**src/design/vwpd_pkg.sv**
```systemverilog
// ----------------------------------------------------------------------------
// vwpd_pkg: shared types, constants and control store
// Item formats, result and status codes, and the control program that runs
// the windowed percent-difference query.
// ----------------------------------------------------------------------------
package vwpd_pkg;

  // Default build parameters
  localparam int SIDE_DEF        = 32;
  localparam int SAMPLE_BITS_DEF = 16;

  // Fixed-point result constants (1/256 percent)
  localparam logic [15:0] UNIT_EQUAL = 16'd25600;
  localparam logic [15:0] UNIT_MAX   = 16'd51200;

  // Quotient width of the long division and its iteration counter
  localparam int Q_BITS    = 17;
  localparam int DCNT_BITS = $clog2(Q_BITS + 1);

  // Item kinds
  localparam logic KIND_STORE = 1'b0;
  localparam logic KIND_QUERY = 1'b1;

  // Configuration register indexes
  localparam logic [1:0] CFG_DIM_X  = 2'd0;
  localparam logic [1:0] CFG_DIM_Y  = 2'd1;
  localparam logic [1:0] CFG_DIM_Z  = 2'd2;
  localparam logic [1:0] CFG_RADIUS = 2'd3;

  typedef enum logic [1:0] {
    STAT_OK     = 2'd0,
    STAT_BAND   = 2'd1,
    STAT_CENTRE = 2'd2
  } status_t;

  typedef struct packed {
    logic        kind;
    logic [4:0]  pos_x;
    logic [4:0]  pos_y;
    logic [4:0]  pos_z;
    logic [15:0] sample_a;
    logic [15:0] sample_b;
  } in_item_t;

  typedef struct packed {
    logic [15:0] diff_percent;
    status_t     status;
  } out_item_t;

  // Program steps
  typedef enum logic [3:0] {
    ST_IDLE   = 4'd0,
    ST_CHECK  = 4'd1,
    ST_CENTRE = 4'd2,
    ST_SCAN   = 4'd3,
    ST_LAST   = 4'd4,
    ST_DIFF   = 4'd5,
    ST_DLOAD  = 4'd6,
    ST_DIV    = 4'd7,
    ST_DONE   = 4'd8,
    ST_BAND   = 4'd9,
    ST_CZERO  = 4'd10,
    ST_EMIT   = 4'd11
  } step_t;

  // Jump conditions
  typedef enum logic [2:0] {
    C_NEVER   = 3'd0,
    C_NOSTART = 3'd1,
    C_BORDER  = 3'd2,
    C_CZERO   = 3'd3,
    C_WINMORE = 3'd4,
    C_DIVMORE = 3'd5,
    C_OUTFULL = 3'd6,
    C_ALWAYS  = 3'd7
  } cond_t;

  // Result selection
  typedef enum logic [1:0] {
    R_NONE  = 2'd0,
    R_CALC  = 2'd1,
    R_BAND  = 2'd2,
    R_CZERO = 2'd3
  } res_sel_t;

  // One control word
  typedef struct packed {
    cond_t    cond;
    step_t    jmp;
    step_t    nxt;
    logic     ready;     // input channel open
    logic     addr_win;  // read window voxel instead of centre
    logic     clr;       // clear sums and window counters
    logic     cnt_step;  // advance window counters
    logic     acc;       // accumulate last read pair
    logic     dp_diff;   // form |s2-s1| and direction
    logic     div_load;  // load the divider
    logic     div_step;  // one quotient bit
    res_sel_t res_sel;
    logic     emit;      // hand result to output register
  } ctrl_t;

  // Datapath status toward the sequencer
  typedef struct packed {
    logic border;
    logic czero;
    logic win_more;
    logic div_more;
  } dp_flags_t;

  // Control store
  function automatic ctrl_t ucode(input step_t s);
    ctrl_t w;
    w          = '0;
    w.cond     = C_NEVER;
    w.jmp      = ST_IDLE;
    w.nxt      = ST_IDLE;
    w.res_sel  = R_NONE;
    case (s)
      ST_IDLE: begin
        w.ready = 1'b1;
        w.cond  = C_NOSTART;
        w.jmp   = ST_IDLE;
        w.nxt   = ST_CHECK;
      end
      ST_CHECK: begin
        w.cond = C_BORDER;
        w.jmp  = ST_BAND;
        w.nxt  = ST_CENTRE;
      end
      ST_CENTRE: begin
        w.clr  = 1'b1;
        w.cond = C_CZERO;
        w.jmp  = ST_CZERO;
        w.nxt  = ST_SCAN;
      end
      ST_SCAN: begin
        w.addr_win = 1'b1;
        w.acc      = 1'b1;
        w.cnt_step = 1'b1;
        w.cond     = C_WINMORE;
        w.jmp      = ST_SCAN;
        w.nxt      = ST_LAST;
      end
      ST_LAST: begin
        w.acc = 1'b1;
        w.nxt = ST_DIFF;
      end
      ST_DIFF: begin
        w.dp_diff = 1'b1;
        w.nxt     = ST_DLOAD;
      end
      ST_DLOAD: begin
        w.div_load = 1'b1;
        w.nxt      = ST_DIV;
      end
      ST_DIV: begin
        w.div_step = 1'b1;
        w.cond     = C_DIVMORE;
        w.jmp      = ST_DIV;
        w.nxt      = ST_DONE;
      end
      ST_DONE: begin
        w.res_sel = R_CALC;
        w.nxt     = ST_EMIT;
      end
      ST_BAND: begin
        w.res_sel = R_BAND;
        w.nxt     = ST_EMIT;
      end
      ST_CZERO: begin
        w.res_sel = R_CZERO;
        w.nxt     = ST_EMIT;
      end
      ST_EMIT: begin
        w.emit = 1'b1;
        w.cond = C_OUTFULL;
        w.jmp  = ST_EMIT;
        w.nxt  = ST_IDLE;
      end
      default: begin
        w.cond = C_ALWAYS;
        w.jmp  = ST_IDLE;
        w.nxt  = ST_IDLE;
      end
    endcase
    return w;
  endfunction

endpackage

```
**src/design/vwpd_seq.sv**
```systemverilog
// ----------------------------------------------------------------------------
// vwpd_seq: microcode sequencer
// Step counter, control store lookup and conditional jump selection.
// ----------------------------------------------------------------------------
module vwpd_seq (
  input  logic                clk,
  input  logic                rst_n,
  input  logic                start,     // query item accepted
  input  logic                out_full,  // output register cannot take a result
  input  vwpd_pkg::dp_flags_t flags,
  output vwpd_pkg::ctrl_t     ctrl
);

  import vwpd_pkg::*;

  step_t step_r, step_nxt;
  ctrl_t word;
  logic  take;

  // Control word of the current step
  always_comb begin
    word = ucode(step_r);
  end

  assign ctrl = word;

  // Condition select and next step
  always_comb begin
    case (word.cond)
      C_NEVER:   take = 1'b0;
      C_NOSTART: take = !start;
      C_BORDER:  take = flags.border;
      C_CZERO:   take = flags.czero;
      C_WINMORE: take = flags.win_more;
      C_DIVMORE: take = flags.div_more;
      C_OUTFULL: take = out_full;
      C_ALWAYS:  take = 1'b1;
      default:   take = 1'b1;
    endcase
    step_nxt = take ? word.jmp : word.nxt;
  end

  always_ff @(posedge clk) begin
    if (!rst_n) begin
      step_r <= ST_IDLE;
    end else begin
      step_r <= step_nxt;
    end
  end

endmodule

```
**config.mk**
```make
export PLATFORM = sky130hd
export DESIGN_NAME = vwpd_seq
export DESIGN_NICKNAME = d
export VERILOG_FILES = /design/src/design/vwpd_pkg.sv /design/src/design/vwpd_seq.sv
export SDC_FILE = /design/constraint.sdc
export NUM_CORES = 1
export LEC_CHECK = 0
export ABC_AREA = 0
export BUFFER_PORTS_ARGS = -buffer_cell sky130_fd_sc_hd__buf_2
export CAP_MARGIN = 10
export CORE_MARGIN = 5
export CORE_UTILIZATION = 40
export CTS_BUF_LIST = sky130_fd_sc_hd__clkbuf_2 sky130_fd_sc_hd__clkbuf_4 sky130_fd_sc_hd__clkbuf_8
export DETAILED_ROUTE_END_ITERATION = 7
export MAX_ROUTING_LAYER = met4
export PLACE_DENSITY = 0.84
export SLEW_MARGIN = 20
export SYNTH_ARGS = -nofsm -noshare
export SYNTH_HDL_FRONTEND = slang
export SYNTH_SLANG_ARGS = --single-unit
```
**constraint.sdc**
```tcl
create_clock -name clk -period 1.5 [get_ports clk]
set_input_delay 0.3 -clock clk [delete_from_list [all_inputs] [get_ports clk]]
set_output_delay 0.3 -clock clk [all_outputs]
set_load 0.02 [all_outputs]
```
Yosys cells after proc, flatten, opt, wreduce, memory -nomap -nowiden
Cells that the tools add are included.
{"block": "word_totals", "inputBits": 8, "regBits": 4, "wordCells": 38}
{"block": "op_classes", "n_mux": 13, "n_reduce_logical": 6, "n_eq_ne": 18}
{"cell": "case mux 7 bit (7 select lines)", "n": 1}
{"cell": "case mux 4 bit (9 select lines)", "n": 1}
{"cell": "== test 4 x 3 -> 1 bit, second input constant", "n": 4}
{"cell": "== test 4 bit, second input constant", "n": 4}
{"cell": "== test 3 bit, second input constant", "n": 4}
{"cell": "== test 4 x 2 -> 1 bit, second input constant", "n": 2}
{"cell": "2-to-1 mux 1 bit", "n": 8}
{"cell": "case mux 1 bit (8 select lines)", "n": 1}
{"cell": "== test 3 x 2 -> 1 bit, second input constant", "n": 2}
{"cell": "case mux 2 bit (3 select lines)", "n": 1}
{"cell": "OR reduction 6 bit", "n": 1}
{"cell": "== test 4 x 1 -> 1 bit, second input constant", "n": 1}
{"cell": "zero test 4 bit", "n": 1}
{"cell": "2-to-1 mux 4 bit", "n": 1}
{"cell": "== test 3 x 1 -> 1 bit, second input constant", "n": 1}
{"cell": "zero test 3 bit", "n": 1}
{"cell": "OR reduction 3 bit", "n": 1}
{"cell": "OR reduction 2 bit", "n": 1}
{"cell": "zero test 1 bit", "n": 1}

Logic depth before layout (Yosys ltp)
{"block": "depth", "ltp_word": 6, "ltp_mapped": 6}

Worst setup path before layout
Ideal clock, no wire load.
{"block": "synth_timing", "path_type": "flip-flop to output port", "startpoint": "register step_r[2]", "endpoint": "output ctrl[4] (netlist bit)", "path_buffers": 2, "path_stages_with_launch": 4, "required_time_ps": 1200, "path_slack_ps": -227, "arrival_time_ps": 1427, "path_cell_list": "dfxtp_1 -> buf_6 -> clkbuf_1 -> nor4b_1"}
{"item": "start, declared", "line_no": "vwpd_seq.sv:16", "text": "step_t step_r, step_nxt;"}
{"item": "start signal, assigned", "line_no": "vwpd_seq.sv:47", "text": "step_r <= step_nxt;"}
{"item": "end, declared", "line_no": "vwpd_seq.sv:11", "text": "output vwpd_pkg::ctrl_t ctrl"}

==> metrics.txt <==
Die X 46.8 um; # placed instances 122; final hold viol count 0; top flop regs step_r x4; cells after synthesis 72; CTS tree done; Final Skew 0.000789 ns; CTS Buf Count 3; crit path launch type register; Die Area 0.00219 sq mm; Skew-Pair Late Insertion Delay 0.24 ns; initial antenna violation count 0; xor and xnor area share after synthesis 3.24%; Final WS setup -0.198 ns; leakage 0.000562 uW; fraction of layout cells with a size suffix above 1 77.6%; fmax 589 MHz; Setup TNS -1.82 ns; core area 0.00128 sq mm; Most used DFF post-synth dfxtp_1; average size of a mapped cell 7.51 sq um; cell area power density 2660 mW/mm^2; Tot Pwr 3200 uW; Rel. slew slack 67.8%; max cap viols 0; # IOs 30; total gr overflow 0; utilization after layout 93.5%; Crit. End Element primary output; Worst Hold Class in -> reg; Post-DRT Antenna Nets 0; starting density of the core 42.1%; vias in the first global route 787; Adder-Cell Fraction of Synth Area 3.70%; post-layout min period 1.70 ns; Reg with most FFs step_r; Clock transition at path regs 0.04 ns; outcome finished, violations left; Critical Path Most Common Cell nor2_1; fin. max-slew vios 0; largest family of logic cells by synthesized area simple AND/OR/NAND/NOR gates; vias post-DR 874; # H-tree levels 1; CTS Sinks 4; Yosys reg bits 4; Via-to-Cell Ratio 6.24; crit path kind reg -> out; final period utilization 113%; failing checks negative setup slack; Die Height 46.8 um; post-layout net count 135; asr flop ratio synth 0%; simple-gate share of the synthesized area 45.1%; post-synth top area cell dfxtp_1; fillers 40; register area share after synthesis 14.8%; Worst EP arrival 1.40 ns; Post-Layout Cell Count 140; Routed wire per std cell 24.2 um; largest net degree at the start of global routing 9; DRC 0; row cnt 13; drt pass-1 iters 5; clock buffer depth 2; Iteration-0 DRC Markers 69; # port buffers 29; CTS Hold Bufs 0; worst path buffer plus inverter count 1; Ant. Diodes 0; count of final setup violators 22; Synth top area share 14.8%; Worst VDD drop 1.81 mV; Top delay family on crit path simple AND/OR/NAND/NOR gates; Post-synth EDFFs 0; YS warnings 0; RSZ-0062 raised after global routing yes; Max FO, Critical Path 7; mux cell area share after synthesis 7.41%; gr usage total 25.8%; first-pass GRT wire length 3790 um; Detailed Route WL 3380 um; Synth cell types 34; clk root buf clkbuf_4; placed inst area 781 sq um; Synth Cell Area 541 sq um; detailed-placement wirelength estimate 1360 um; Worst Max-Slew Pin Slew 0.479 ns; CP max stage cell dfxtp_4; area delta synth->final 122%; CP Data Required Time 1.20 ns; crit-path max cell delay 0.40 ns; CP cell instances nand2_2, nor2_1, nor2_2, nor2_1, buf_4; Design Area, Final 0.00120 sq mm; Synthesized Nets 80; max reg flops 4; RePlAce Congestion 0.920; Synth Area in Compound Gates 15.3%; Area contributors post-synth dfxtp_1 15%, nor2_1 8.3%, mux2i_1 7.4%
final cells by class:
class | count | area, sq um | share of cell area, %
Tap cell | 15 | 18.8 | 1.56
Clock buffer | 3 | 22.5 | 1.88
Sequential cell | 4 | 95.1 | 7.92
Multi-Input combinational cell | 58 | 567 | 47.2
Inverter | 2 | 7.51 | 0.625
Timing Repair Buffer | 58 | 490 | 40.8
worst register-to-register path, delay by kind of cell (launching register included):
kind,cells,cell delay (ns)
AND/OR/NAND/NOR,2,0.55
flip-flops,1,0.36
multiplexers,1,0.27
buffers and inverters,1,0.19
AO/OA/AOI/OAI,1,0.13
kinds of logic (layout without fill, tap and decap cells):
group / Yosys count / count (layout)
simple gates: 39 / 39
compound gates: 11 / 11
buf+inv: 10 / 63
mux: 4 / 4
flops: 4 / 4
fa+ha+maj: 2 / 2
xor+xnor: 2 / 2
cells in the final DEF, fill, tap and decap left out, types with 2 or more instances in the layout:
master | netlist | routed
inv_2 | 1 | 2
nor2_4 | 0 | 4
nor4b_4 | 1 | 2
nor2_2 | 0 | 3
nand2_1 | 9 | 6
maj3_2 | 0 | 2
o21ai_1 | 3 | 3
nor2_1 | 12 | 5
buf_4 | 2 | 25
dfxtp_4 | 0 | 4
nand2b_4 | 0 | 2
nand3b_1 | 2 | 2
buf_2 | 3 | 11
mux2i_1 | 4 | 4
clkbuf_4 | 0 | 3
buf_6 | 1 | 22
nand2_2 | 0 | 3
a211oi_4 | 1 | 2
per-layer routing:
metal / global-route usage (%) / share of wire (%)
met5: - / 0
met4: 15.5 / 9.9
met3: 6.90 / 14
met2: 42.8 / 45
met1: 27.1 / 32
timing repair:
action,CTS,global route
setup endpoints to repair,23,22
pin swaps,13,10
cloned,0,0
gates resized for setup,58,23
setup buffers,8,7
power by group:
| part | total (uW) | internal [uW] | leakage (uW) | switching [uW] |
|---|---|---|---|---|
| sequential | 271 | 172 | 0.0000356 | 99.3 |
| combinational | 2790 | 1350 | 0.000512 | 1440 |
| clock | 137 | 89.7 | 0.0000138 | 47.2 |
per-stage QoR:
stage | worst slack (ns) | hold slack (ns)
finish | -0.198 | 0.383
global placement | 0.0497 | 0.610
floorplan | 0.0111 | 0.531
global route | -0.266 | 0.406
CTS | -0.0826 | 0.360
detailed placement | 0.00421 | 0.623
synth_stat cells, types with 2 or more instances:
cell type	number
maj3_1	2
buf_2	3
dfxtp_1	4
nor2_1	12
nand2_1	9
nor4b_1	2
nand2b_1	2
o21ai_1	3
nor3_1	2
buf_4	2
and3_1	2
mux2i_1	4
nand3b_1	2
and4b_1	2
xnor2_1	2
final timing paths:
check | startpoint | endpoint | slack [ns] | cells after the start
setup / recovery | step_r[0] | ctrl[6] | -0.20 | 5
hold / removal | rst_n | step_r[1] | 0.38 | 3
setup reg to reg | step_r[3] | step_r[3] | -0.08 | 5
hold reg to reg | step_r[1] | step_r[1] | 0.71 | 3
(Power assumes the default switching activity.)
