<file path="config.mk">
export PLATFORM = sky130hd
export DESIGN_NAME = vwpd_dp
export DESIGN_NICKNAME = d
export VERILOG_FILES = /design/src/design/vwpd_pkg.sv /design/src/design/vwpd_dp.sv
export SDC_FILE = /design/constraint.sdc
export NUM_CORES = 1
export LEC_CHECK = 0
export ABC_AREA = 1
export BUFFER_PORTS_ARGS = -buffer_cell sky130_fd_sc_hd__buf_2
export CAP_MARGIN = 40
export CORE_MARGIN = 3
export CORE_UTILIZATION = 67
export DETAILED_ROUTE_END_ITERATION = 6
export PLACE_DENSITY_LB_ADDON = 0.05
export SYNTH_ARGS = -nofsm -noshare
export SYNTH_HDL_FRONTEND = slang
export SYNTH_SLANG_ARGS = --single-unit
</file>
<file path="constraint.sdc">
create_clock -name clk -period 15.98 [get_ports clk]
set_clock_uncertainty 0.1 [all_clocks]
set_input_delay 3.995 -clock clk [delete_from_list [all_inputs] [get_ports clk]]
set_output_delay 3.995 -clock clk [all_outputs]
set_load 0.05 [all_outputs]
</file>
<file path="src/design/vwpd_pkg.sv">
// ----------------------------------------------------------------------------
// vwpd_pkg: shared types, constants and control store
// Item formats, result and status codes, and the control program that runs
// the windowed percent-difference query.
// ----------------------------------------------------------------------------
package vwpd_pkg;

  // Default build parameters
  localparam int SIDE_DEF        = 32;
  localparam int SAMPLE_BITS_DEF = 16;

  // Fixed-point result constants (1/256 percent)
  localparam logic [15:0] UNIT_EQUAL = 16'd25600;
  localparam logic [15:0] UNIT_MAX   = 16'd51200;

  // Quotient width of the long division and its iteration counter
  localparam int Q_BITS    = 17;
  localparam int DCNT_BITS = $clog2(Q_BITS + 1);

  // Item kinds
  localparam logic KIND_STORE = 1'b0;
  localparam logic KIND_QUERY = 1'b1;

  // Configuration register indexes
  localparam logic [1:0] CFG_DIM_X  = 2'd0;
  localparam logic [1:0] CFG_DIM_Y  = 2'd1;
  localparam logic [1:0] CFG_DIM_Z  = 2'd2;
  localparam logic [1:0] CFG_RADIUS = 2'd3;

  typedef enum logic [1:0] {
    STAT_OK     = 2'd0,
    STAT_BAND   = 2'd1,
    STAT_CENTRE = 2'd2
  } status_t;

  typedef struct packed {
    logic        kind;
    logic [4:0]  pos_x;
    logic [4:0]  pos_y;
    logic [4:0]  pos_z;
    logic [15:0] sample_a;
    logic [15:0] sample_b;
  } in_item_t;

  typedef struct packed {
    logic [15:0] diff_percent;
    status_t     status;
  } out_item_t;

  // Program steps
  typedef enum logic [3:0] {
    ST_IDLE   = 4'd0,
    ST_CHECK  = 4'd1,
    ST_CENTRE = 4'd2,
    ST_SCAN   = 4'd3,
    ST_LAST   = 4'd4,
    ST_DIFF   = 4'd5,
    ST_DLOAD  = 4'd6,
    ST_DIV    = 4'd7,
    ST_DONE   = 4'd8,
    ST_BAND   = 4'd9,
    ST_CZERO  = 4'd10,
    ST_EMIT   = 4'd11
  } step_t;

  // Jump conditions
  typedef enum logic [2:0] {
    C_NEVER   = 3'd0,
    C_NOSTART = 3'd1,
    C_BORDER  = 3'd2,
    C_CZERO   = 3'd3,
    C_WINMORE = 3'd4,
    C_DIVMORE = 3'd5,
    C_OUTFULL = 3'd6,
    C_ALWAYS  = 3'd7
  } cond_t;

  // Result selection
  typedef enum logic [1:0] {
    R_NONE  = 2'd0,
    R_CALC  = 2'd1,
    R_BAND  = 2'd2,
    R_CZERO = 2'd3
  } res_sel_t;

  // One control word
  typedef struct packed {
    cond_t    cond;
    step_t    jmp;
    step_t    nxt;
    logic     ready;     // input channel open
    logic     addr_win;  // read window voxel instead of centre
    logic     clr;       // clear sums and window counters
    logic     cnt_step;  // advance window counters
    logic     acc;       // accumulate last read pair
    logic     dp_diff;   // form |s2-s1| and direction
    logic     div_load;  // load the divider
    logic     div_step;  // one quotient bit
    res_sel_t res_sel;
    logic     emit;      // hand result to output register
  } ctrl_t;

  // Datapath status toward the sequencer
  typedef struct packed {
    logic border;
    logic czero;
    logic win_more;
    logic div_more;
  } dp_flags_t;

  // Control store
  function automatic ctrl_t ucode(input step_t s);
    ctrl_t w;
    w          = '0;
    w.cond     = C_NEVER;
    w.jmp      = ST_IDLE;
    w.nxt      = ST_IDLE;
    w.res_sel  = R_NONE;
    case (s)
      ST_IDLE: begin
        w.ready = 1'b1;
        w.cond  = C_NOSTART;
        w.jmp   = ST_IDLE;
        w.nxt   = ST_CHECK;
      end
      ST_CHECK: begin
        w.cond = C_BORDER;
        w.jmp  = ST_BAND;
        w.nxt  = ST_CENTRE;
      end
      ST_CENTRE: begin
        w.clr  = 1'b1;
        w.cond = C_CZERO;
        w.jmp  = ST_CZERO;
        w.nxt  = ST_SCAN;
      end
      ST_SCAN: begin
        w.addr_win = 1'b1;
        w.acc      = 1'b1;
        w.cnt_step = 1'b1;
        w.cond     = C_WINMORE;
        w.jmp      = ST_SCAN;
        w.nxt      = ST_LAST;
      end
      ST_LAST: begin
        w.acc = 1'b1;
        w.nxt = ST_DIFF;
      end
      ST_DIFF: begin
        w.dp_diff = 1'b1;
        w.nxt     = ST_DLOAD;
      end
      ST_DLOAD: begin
        w.div_load = 1'b1;
        w.nxt      = ST_DIV;
      end
      ST_DIV: begin
        w.div_step = 1'b1;
        w.cond     = C_DIVMORE;
        w.jmp      = ST_DIV;
        w.nxt      = ST_DONE;
      end
      ST_DONE: begin
        w.res_sel = R_CALC;
        w.nxt     = ST_EMIT;
      end
      ST_BAND: begin
        w.res_sel = R_BAND;
        w.nxt     = ST_EMIT;
      end
      ST_CZERO: begin
        w.res_sel = R_CZERO;
        w.nxt     = ST_EMIT;
      end
      ST_EMIT: begin
        w.emit = 1'b1;
        w.cond = C_OUTFULL;
        w.jmp  = ST_EMIT;
        w.nxt  = ST_IDLE;
      end
      default: begin
        w.cond = C_ALWAYS;
        w.jmp  = ST_IDLE;
        w.nxt  = ST_IDLE;
      end
    endcase
    return w;
  endfunction

endpackage

</file>
<file path="src/design/vwpd_dp.sv">
// ----------------------------------------------------------------------------
// vwpd_dp: query datapath
// Voxel addressing, border test, window accumulation, long division and
// result formatting, all driven by the sequencer's control word.
// ----------------------------------------------------------------------------
module vwpd_dp #(
  parameter int SIDE        = vwpd_pkg::SIDE_DEF,
  parameter int SAMPLE_BITS = vwpd_pkg::SAMPLE_BITS_DEF
) (
  input  logic                                  clk,
  input  logic                                  rst_n,
  input  vwpd_pkg::ctrl_t                       ctrl,
  input  vwpd_pkg::in_item_t                    in_item,
  input  logic                                  load_pos,
  input  logic [5:0]                            dim_x,
  input  logic [5:0]                            dim_y,
  input  logic [5:0]                            dim_z,
  input  logic [1:0]                            radius,
  input  logic [SAMPLE_BITS-1:0]                rd_a,
  input  logic [SAMPLE_BITS-1:0]                rd_b,
  output logic [$clog2(SIDE*SIDE*SIDE)-1:0]     raddr,
  output logic [$clog2(SIDE*SIDE*SIDE)-1:0]     waddr,
  output logic                                  store_ok,
  output vwpd_pkg::dp_flags_t                   flags,
  output vwpd_pkg::out_item_t                   res
);

  import vwpd_pkg::*;

  localparam int AW = $clog2(SIDE * SIDE * SIDE);
  localparam int DW = ($clog2(SIDE + 1) > 7) ? $clog2(SIDE + 1) : 7;
  localparam int SW = SAMPLE_BITS + 7;   // sum of up to 125 samples
  localparam int NW = SW + 15;           // times 25600
  localparam logic [DW-1:0] SIDE_D   = DW'(SIDE);
  localparam logic [AW-1:0] STRIDE_Y = AW'(SIDE);
  localparam logic [AW-1:0] STRIDE_Z = AW'(SIDE * SIDE);

  // Linear voxel address, x fastest
  function automatic logic [AW-1:0] addr_of(input logic [5:0] x, input logic [5:0] y,
                                            input logic [5:0] z);
    return AW'(x) + STRIDE_Y * AW'(y) + STRIDE_Z * AW'(z);
  endfunction

  // Dimension register clamped to 1..SIDE
  function automatic logic [DW-1:0] eff_dim(input logic [5:0] d);
    logic [DW-1:0] dw;
    dw = DW'(d);
    if (dw == '0) return DW'(1);
    if (dw > SIDE_D) return SIDE_D;
    return dw;
  endfunction

  // Position within radius of either face of an axis
  function automatic logic in_band(input logic [4:0] p, input logic [1:0] r,
                                   input logic [5:0] d);
    logic [DW-1:0] pw;
    logic [DW-1:0] rw;
    pw = DW'(p);
    rw = DW'(r);
    return (pw < rw) || (pw + rw >= eff_dim(d));
  endfunction

  logic [4:0]           px_r, py_r, pz_r;
  logic [2:0]           di_r, dj_r, dk_r;
  logic                 pend_r;
  logic [SW-1:0]        s1_r, s2_r;
  logic                 up_r;
  logic [SW-1:0]        diff_r;
  logic [SW-1:0]        rem_r;
  logic [Q_BITS-1:0]    nlo_r;
  logic [Q_BITS-1:0]    q_r;
  logic                 ovf_r;
  logic [DCNT_BITS-1:0] dcnt_r;
  out_item_t            res_r;

  logic [1:0]    r_eff;
  logic [2:0]    span;
  logic          last;
  logic [5:0]    wx, wy, wz;
  logic [NW-1:0] num;
  logic [NW-1:0] num_hi;
  logic [SW:0]   trial;
  logic          trial_ge;
  logic [15:0]   calc_val;

  // Radius 3 acts as 2
  assign r_eff = (radius == 2'd3) ? 2'd2 : radius;
  assign span  = {r_eff, 1'b0};
  assign last  = (di_r == span) && (dj_r == span) && (dk_r == span);

  // Window voxel coordinates
  assign wx = {1'b0, px_r} - {4'b0, r_eff} + {3'b0, di_r};
  assign wy = {1'b0, py_r} - {4'b0, r_eff} + {3'b0, dj_r};
  assign wz = {1'b0, pz_r} - {4'b0, r_eff} + {3'b0, dk_r};

  // Memory addressing
  assign raddr = ctrl.addr_win ? addr_of(wx, wy, wz)
                               : addr_of({1'b0, px_r}, {1'b0, py_r}, {1'b0, pz_r});
  assign waddr = addr_of({1'b0, in_item.pos_x}, {1'b0, in_item.pos_y},
                         {1'b0, in_item.pos_z});
  assign store_ok = (DW'(in_item.pos_x) < SIDE_D) && (DW'(in_item.pos_y) < SIDE_D) &&
                    (DW'(in_item.pos_z) < SIDE_D);

  // Status toward the sequencer
  assign flags.border   = in_band(px_r, r_eff, dim_x) || in_band(py_r, r_eff, dim_y) ||
                          in_band(pz_r, r_eff, dim_z);
  assign flags.czero    = (rd_a == '0) || (rd_b == '0);
  assign flags.win_more = !last;
  assign flags.div_more = (dcnt_r != DCNT_BITS'(1));

  // 25600 * diff as shifts: (16384 + 8192 + 1024) * diff
  assign num    = (NW'(diff_r) << 14) + (NW'(diff_r) << 13) + (NW'(diff_r) << 10);
  assign num_hi = num >> Q_BITS;

  // One restoring division step
  assign trial    = {rem_r, nlo_r[Q_BITS-1]};
  assign trial_ge = trial >= {1'b0, s1_r};

  // Final value from quotient and direction
  always_comb begin
    if (up_r) begin
      if (ovf_r || (q_r > Q_BITS'(UNIT_MAX - UNIT_EQUAL))) begin
        calc_val = UNIT_MAX;
      end else begin
        calc_val = UNIT_EQUAL + q_r[15:0];
      end
    end else begin
      calc_val = UNIT_EQUAL - q_r[15:0];
    end
  end

  // Query position
  always_ff @(posedge clk) begin
    if (load_pos) begin
      px_r <= in_item.pos_x;
      py_r <= in_item.pos_y;
      pz_r <= in_item.pos_z;
    end
  end

  // Window counters and read-pending flag
  always_ff @(posedge clk) begin
    if (!rst_n) begin
      di_r   <= '0;
      dj_r   <= '0;
      dk_r   <= '0;
      pend_r <= 1'b0;
    end else if (ctrl.clr) begin
      di_r   <= '0;
      dj_r   <= '0;
      dk_r   <= '0;
      pend_r <= 1'b0;
    end else if (ctrl.cnt_step) begin
      pend_r <= 1'b1;
      if (di_r == span) begin
        di_r <= '0;
        if (dj_r == span) begin
          dj_r <= '0;
          dk_r <= dk_r + 3'd1;
        end else begin
          dj_r <= dj_r + 3'd1;
        end
      end else begin
        di_r <= di_r + 3'd1;
      end
    end
  end

  // Window sums over pairs with both samples positive
  always_ff @(posedge clk) begin
    if (ctrl.clr) begin
      s1_r <= '0;
      s2_r <= '0;
    end else if (ctrl.acc && pend_r && (rd_a != '0) && (rd_b != '0)) begin
      s1_r <= s1_r + SW'(rd_a);
      s2_r <= s2_r + SW'(rd_b);
    end
  end

  // Difference magnitude and direction
  always_ff @(posedge clk) begin
    if (ctrl.dp_diff) begin
      up_r   <= (s2_r >= s1_r);
      diff_r <= (s2_r >= s1_r) ? (s2_r - s1_r) : (s1_r - s2_r);
    end
  end

  // Long division, one quotient bit per step
  always_ff @(posedge clk) begin
    if (!rst_n) begin
      dcnt_r <= '0;
    end else if (ctrl.div_load) begin
      dcnt_r <= DCNT_BITS'(Q_BITS);
    end else if (ctrl.div_step) begin
      dcnt_r <= dcnt_r - DCNT_BITS'(1);
    end
  end

  always_ff @(posedge clk) begin
    if (ctrl.div_load) begin
      rem_r <= SW'(num_hi);
      nlo_r <= num[Q_BITS-1:0];
      ovf_r <= (num_hi >= NW'(s1_r));
      q_r   <= '0;
    end else if (ctrl.div_step) begin
      rem_r <= trial_ge ? SW'(trial - {1'b0, s1_r}) : SW'(trial);
      nlo_r <= {nlo_r[Q_BITS-2:0], 1'b0};
      q_r   <= {q_r[Q_BITS-2:0], trial_ge};
    end
  end

  // Result register
  always_ff @(posedge clk) begin
    case (ctrl.res_sel)
      R_CALC: begin
        res_r.diff_percent <= calc_val;
        res_r.status       <= STAT_OK;
      end
      R_BAND: begin
        res_r.diff_percent <= '0;
        res_r.status       <= STAT_BAND;
      end
      R_CZERO: begin
        res_r.diff_percent <= '0;
        res_r.status       <= STAT_CENTRE;
      end
      default: begin
        res_r <= res_r;
      end
    endcase
  end

  assign res = res_r;

endmodule

</file>
# Word level (Yosys, flattened, before mapping)
# Cells that the tools add are included.
# Widths: inputs -> output; s select.
# op_classes
n_reduce_logical	26
bitwise_logic	1
n_eq_ne	8
mux	36
addsub	28
order_cmp	13
# ops
cell	n
$mux 7	12
$sub 23x23->23	3
$pmux 18 s3	1
$add 23x16->23	2
$mux 23	2
$mux 21	2
$add 37x36->38	1
$add 38x33->38	1
$mux 17	2
$logic_not 16->1	2
$mux 16	2
$reduce_bool 16->1	2
$add 11x15->15	2
$ge 24x23->1	1
$ge 21x23->1	1
$ge 23x23->1	1
$add 5x10->11	2
$ge 6x7->1	3
$add 5x2->6	3
$gt 6x6->1 const B	3
$logic_not 6->1	3
$gt 17x15->1 const B	1
$add 15x16->16 const A	1
$sub 15x16->16 const A	1
27 further kinds	58
# word_totals
reg_bits	176
word_cells	132
inputBits	125

# Logic depth before layout (Yosys ltp)
# depth
depth_word	9
depth_mapped	23
ltp_nobuf	23

# Least setup slack after synthesis
# OpenSTA, ideal clock, no wires.
# synth_path
path_kind	input-to-output
startpoint	in radius[1]
endpoint	out raddr[9]
path_slack_ps	4368
stages	18
arrival_ps	7517
required_time_ps	11885
cell_sequence	inv_1 nand2_1 inv_1 ha_1 inv_1 ha_1 nand3_1 nand2_1 nand2_1 a21oi_1 nor2_1 xor2_1 ha_1 ha_1 nand2_1 nor2_1 xor2_1 o21ai_0
# synth_between
elab_chain_cells	7
elab_cells_between_ends	9
# synth_rtl
item	line_no	text
from (decl)	vwpd_dp.sv:18	input logic [1:0] radius,
$eq 2x2->1	vwpd_dp.sv:87	assign r_eff = (radius == 2'd3) ? 2'd2 : radius;
$mux 2 *	vwpd_dp.sv:87	
$sub 5x2->6 (on tied branches)	vwpd_dp.sv:92, vwpd_dp.sv:93	
$add 6x3->6 (on tied branches)	vwpd_dp.sv:92, vwpd_dp.sv:93	
$add 6x11->12 *	vwpd_dp.sv:41	return AW'(x) + STRIDE_Y * AW'(y) + STRIDE_Z * AW'(z);
$add 12x15->15 *	vwpd_dp.sv:41	
$mux 15 *	vwpd_dp.sv:97	assign raddr = ctrl.addr_win ? addr_of(wx, wy, wz)
to (decl)	vwpd_dp.sv:21	output logic [$clog2(SIDE*SIDE*SIDE)-1:0] raddr,
# Mark *: on every way between the ends. The rest lies on a longest branch, timed or not.

==> results.yml <==
synthesis:
  synth-edff-count: 86
  synth_cell_types: 50
  ys_ff_latch: 166
  synth_top_cell_area_share_pct: 16.2
  synth_mux_area_share_pct: 0
  synth_top_family_by_area: "simple AND/OR/NAND/NOR gates"
  synth_compound_area_share_pct: 12.2
  yosys.area_share.simple_pct: 32.2
  netlist_area_mm2: 0.0183
  yosys_warnings: 0
  synthAdderAreaFrac_pct: 18.7
  synth_xor_area_share_pct: 4.16
  synth.largest_area_cell: "nand2_1"
  synthCells: 2771
  seq_area_frac_synth_pct: 22.8
  synth.most_common_cell: "nand2_1"
  ys.flop_type: "edfxtp_1"
  syn_area_per_cell_um2: 6.61
  synth.net_count: 3149
  synth_common_cells: "nand2_1 (789), inv_1 (372), nor2_1 (248), ha_1 (219), a21oi_1 (214)"
  ys_top_cells_by_area: "nand2_1 (16%), ha_1 (15%), edfxtp_1 (14%)"
  async_reset_ff_share_pct: 0
floorplanning:
  dieHeight_um: 171
  die_x_um: 171
  die-area_mm2: 0.0294
  fp-row-count: 59
  design.core.area_mm2: 0.0265
  initial_utilization_pct: 69.2
  pin_count: 178
worst_hold_path:
  hold_start: "rem_r[21]"
  hold_class: "flop to flop"
  min_to: "rem_r[21]"
  holdPathStages: 2
setup_path:
  arrival_ns: 7.92
  worst_ep_required_time_ns: 11.89
  reg2reg_depth: 15
  regToRegSetupSlack_ns: 11.82
  crit_fanout: 12
  worst_path_max_delay_cell: "inv_1"
  rr_endpoint: "ovf_r"
  startpoint_type: "input pin"
  path_class: "input pin to primary output"
  path_cells: "buf_2 > inv_1 > nand2_1 > inv_1 > ha_1 > inv_1 > fa_1 > nor3_1 > xor2_1 > ha_1 > a21o_1 > a21oi_1 > o211ai_1 > a31oi_1 > nand3_1 > buf_2"
  rr_startpoint: "diff_r[0]"
  cp_top_family: "buffers and inverters"
  worst-path-buf-inv: 5
  cp-end-kind: "primary output"
  critical_path.max_stage_delay_ns: 0.46
  cpMostUsedCell: "inv_1"
drt:
  drt_iter0_markers: 2082
  avgViaCountPerCell: 5.97
  drcViolationCount: 1
  wl_um: 54600
  num_vias: 19128
  drt-pass1-iter-count: 7
  final_antenna_net_count: 0
  avgRoutedWirePerCell_um: 17.1
global_route:
  grt_overflow: 0
  first_global_vias: 18030
  grt_max_degree: 50
  grt_pass1_wl_um: 87600
  grtUsageTotal_pct: 37.0
  antenna_found_initial: 0
place:
  post-place-ws_ns: 4.06
  place_congestion: 1.00
  dp_hpwl_um: 44100
  io_buffers: 130
clock_network:
  cts_root_buf: "clkbuf_16"
  cts_made_buffers: 17
  cts_tree: "built"
  post_cts_resized: 0
  cts_hold_buf: 0
  clock_path_buffers: 2
  insertion_delay_ns: 0.45
  post_cts_buffers: 0
  cts_sinks: 166
  cts-htree-levels: 4
  clkTransAtPathRegs_ns: 0.07
pwr:
  peakVddDrop_uv: 211
  cellPowerDensity_mw_per_mm2: 180
  leakage_nw: 10.2
flow_run:
  drv_cap: 0
sta:
  setup_ws_ns: 3.97
  period_share_pct: 75.2
  setup-tns-final_ns: 0
  setup_viol: 0
  fmax_mhz: 83.2
  worstMarginPinSlew_ns: 0.763
  holdWs_ns: 0.385
  slew_headroom_pct: 49.0
  slew_violations: 0
  finalCriticalPeriod_ns: 12.01
  finalHoldViolCount: 0
  rsz0062_at_grt: "false"
final_layout:
  drive_gt1_share_pct: 6.97
  antenna_cells: 0
  syn_to_final_growth_pct: 7.51
  final_net_count: 3234
outcome:
  outcome: "finished with violations"
  violations: "DRC"
## worst max-delay path by stage
stage                   start  slack (ns)  cells past startpoint         to
floorplan           radius[1]        4.37                     18   raddr[9]
global placement    radius[1]        4.15                     23  raddr[11]
detailed placement  radius[1]        4.06                     25  raddr[14]
CTS                 radius[1]        3.99                     16   flags[3]
global route        radius[1]        3.55                     25  raddr[14]
finish              radius[1]        3.97                     16   flags[3]
## stage by stage
stage / power (mW) / utilization (%) / cell area [um^2] / cells
5_1_grt: 3.84 / 74.3 / 19700 / 3204
6_report: 3.54 / 74.3 / 19700 / 3204
3_3_place_gp: 2.93 / 71.8 / 19000 / 3170
3_5_place_dp: 3.03 / 72.0 / 19100 / 3172
4_1_cts: 3.47 / 74.3 / 19700 / 3204
2_1_floorplan: 2.40 / - / 18300 / 2771
## power breakdown
| group | leakage, nW | total, mW | internal, mW | switching (mW) |
|---|---|---|---|---|
| sequential | 1.53 | 0.636 | 0.565 | 0.0708 |
| combinational | 8.37 | 2.47 | 0.834 | 1.63 |
| clock | 0.296 | 0.439 | 0.233 | 0.206 |
| total | 10.2 | 3.54 | 1.63 | 1.91 |
## logic make-up (layout without fill, tap and decap cells)
family,count (synthesis),in the layout
buffers and inverters,453,551
AND/OR/NAND/NOR,1395,1395
XOR/XNOR,87,87
flip-flops,166,166
other,1,1
adder cells (fa/ha/maj),253,253
AO/OA/AOI/OAI,416,416
## final cells by class
class                      instances  area [um^2]
sequential                       166         4180
clock buffer                      19          454
tap                              335          419
fill                            2167         6800
inverter                         384         1440
multi-input combinational       2152        12300
timing repair buffer             135          728
clock inverter                    13          156
## state kept, by name, summed over array words and instances (netlist names), 7 cells and up
name    count
res        18
s1_r       23
diff_r     23
s2_r       23
nlo_r       7
rem_r      23
q_r        17
## worst register-to-register path, cell delays in order (launching register included)
cell	delay, ns
edfxtp_1	0.41
inv_1	0.08
fa_1	0.53
inv_1	0.04
ha_1	0.24
fa_1	0.46
nand2_1	0.13
nand2_1	0.06
o21ai_1	0.17
o21ai_0	0.28
xor2_1	0.60
ha_1	0.37
nand4_1	0.09
o211ai_1	0.12
nand4_1	0.10
nand4_1	0.12
## cell usage in the layout, fill, tap and decap left out, types with 6 or more instances in the layout
master     instances
nand2_1          789
inv_1            372
nor2_1           248
ha_1             219
a21oi_1          214
nand3_1          194
buf_2            130
o21ai_0          127
edfxtp_1          86
nand4_1           80
dfxtp_1           80
xor2_1            54
fa_1              34
nor3_1            33
xnor2_1           33
o22ai_1           18
clkbuf_16         18
a21o_1            13
and2_1            11
o21bai_1           9
o21ai_1            8
nand3b_1           8
nand2_2            8
o211ai_1           7
a21boi_0           7
inv_2              7
nor2_2             6
## per-layer routing
metal | wire (um) | part of all wire [%] | up-vias | global-route usage, %
li1 | - | - | 9263 | -
met1 | 22400 | 41 | 8754 | 46.5
met2 | 25700 | 47 | 938 | 64.0
met3 | 4180 | 7.6 | 173 | 5.45
met4 | 2320 | 4.2 | 0 | 15.5
met5 | 0 | 0 | - | 0
Power figures use the tool's default switching activity.
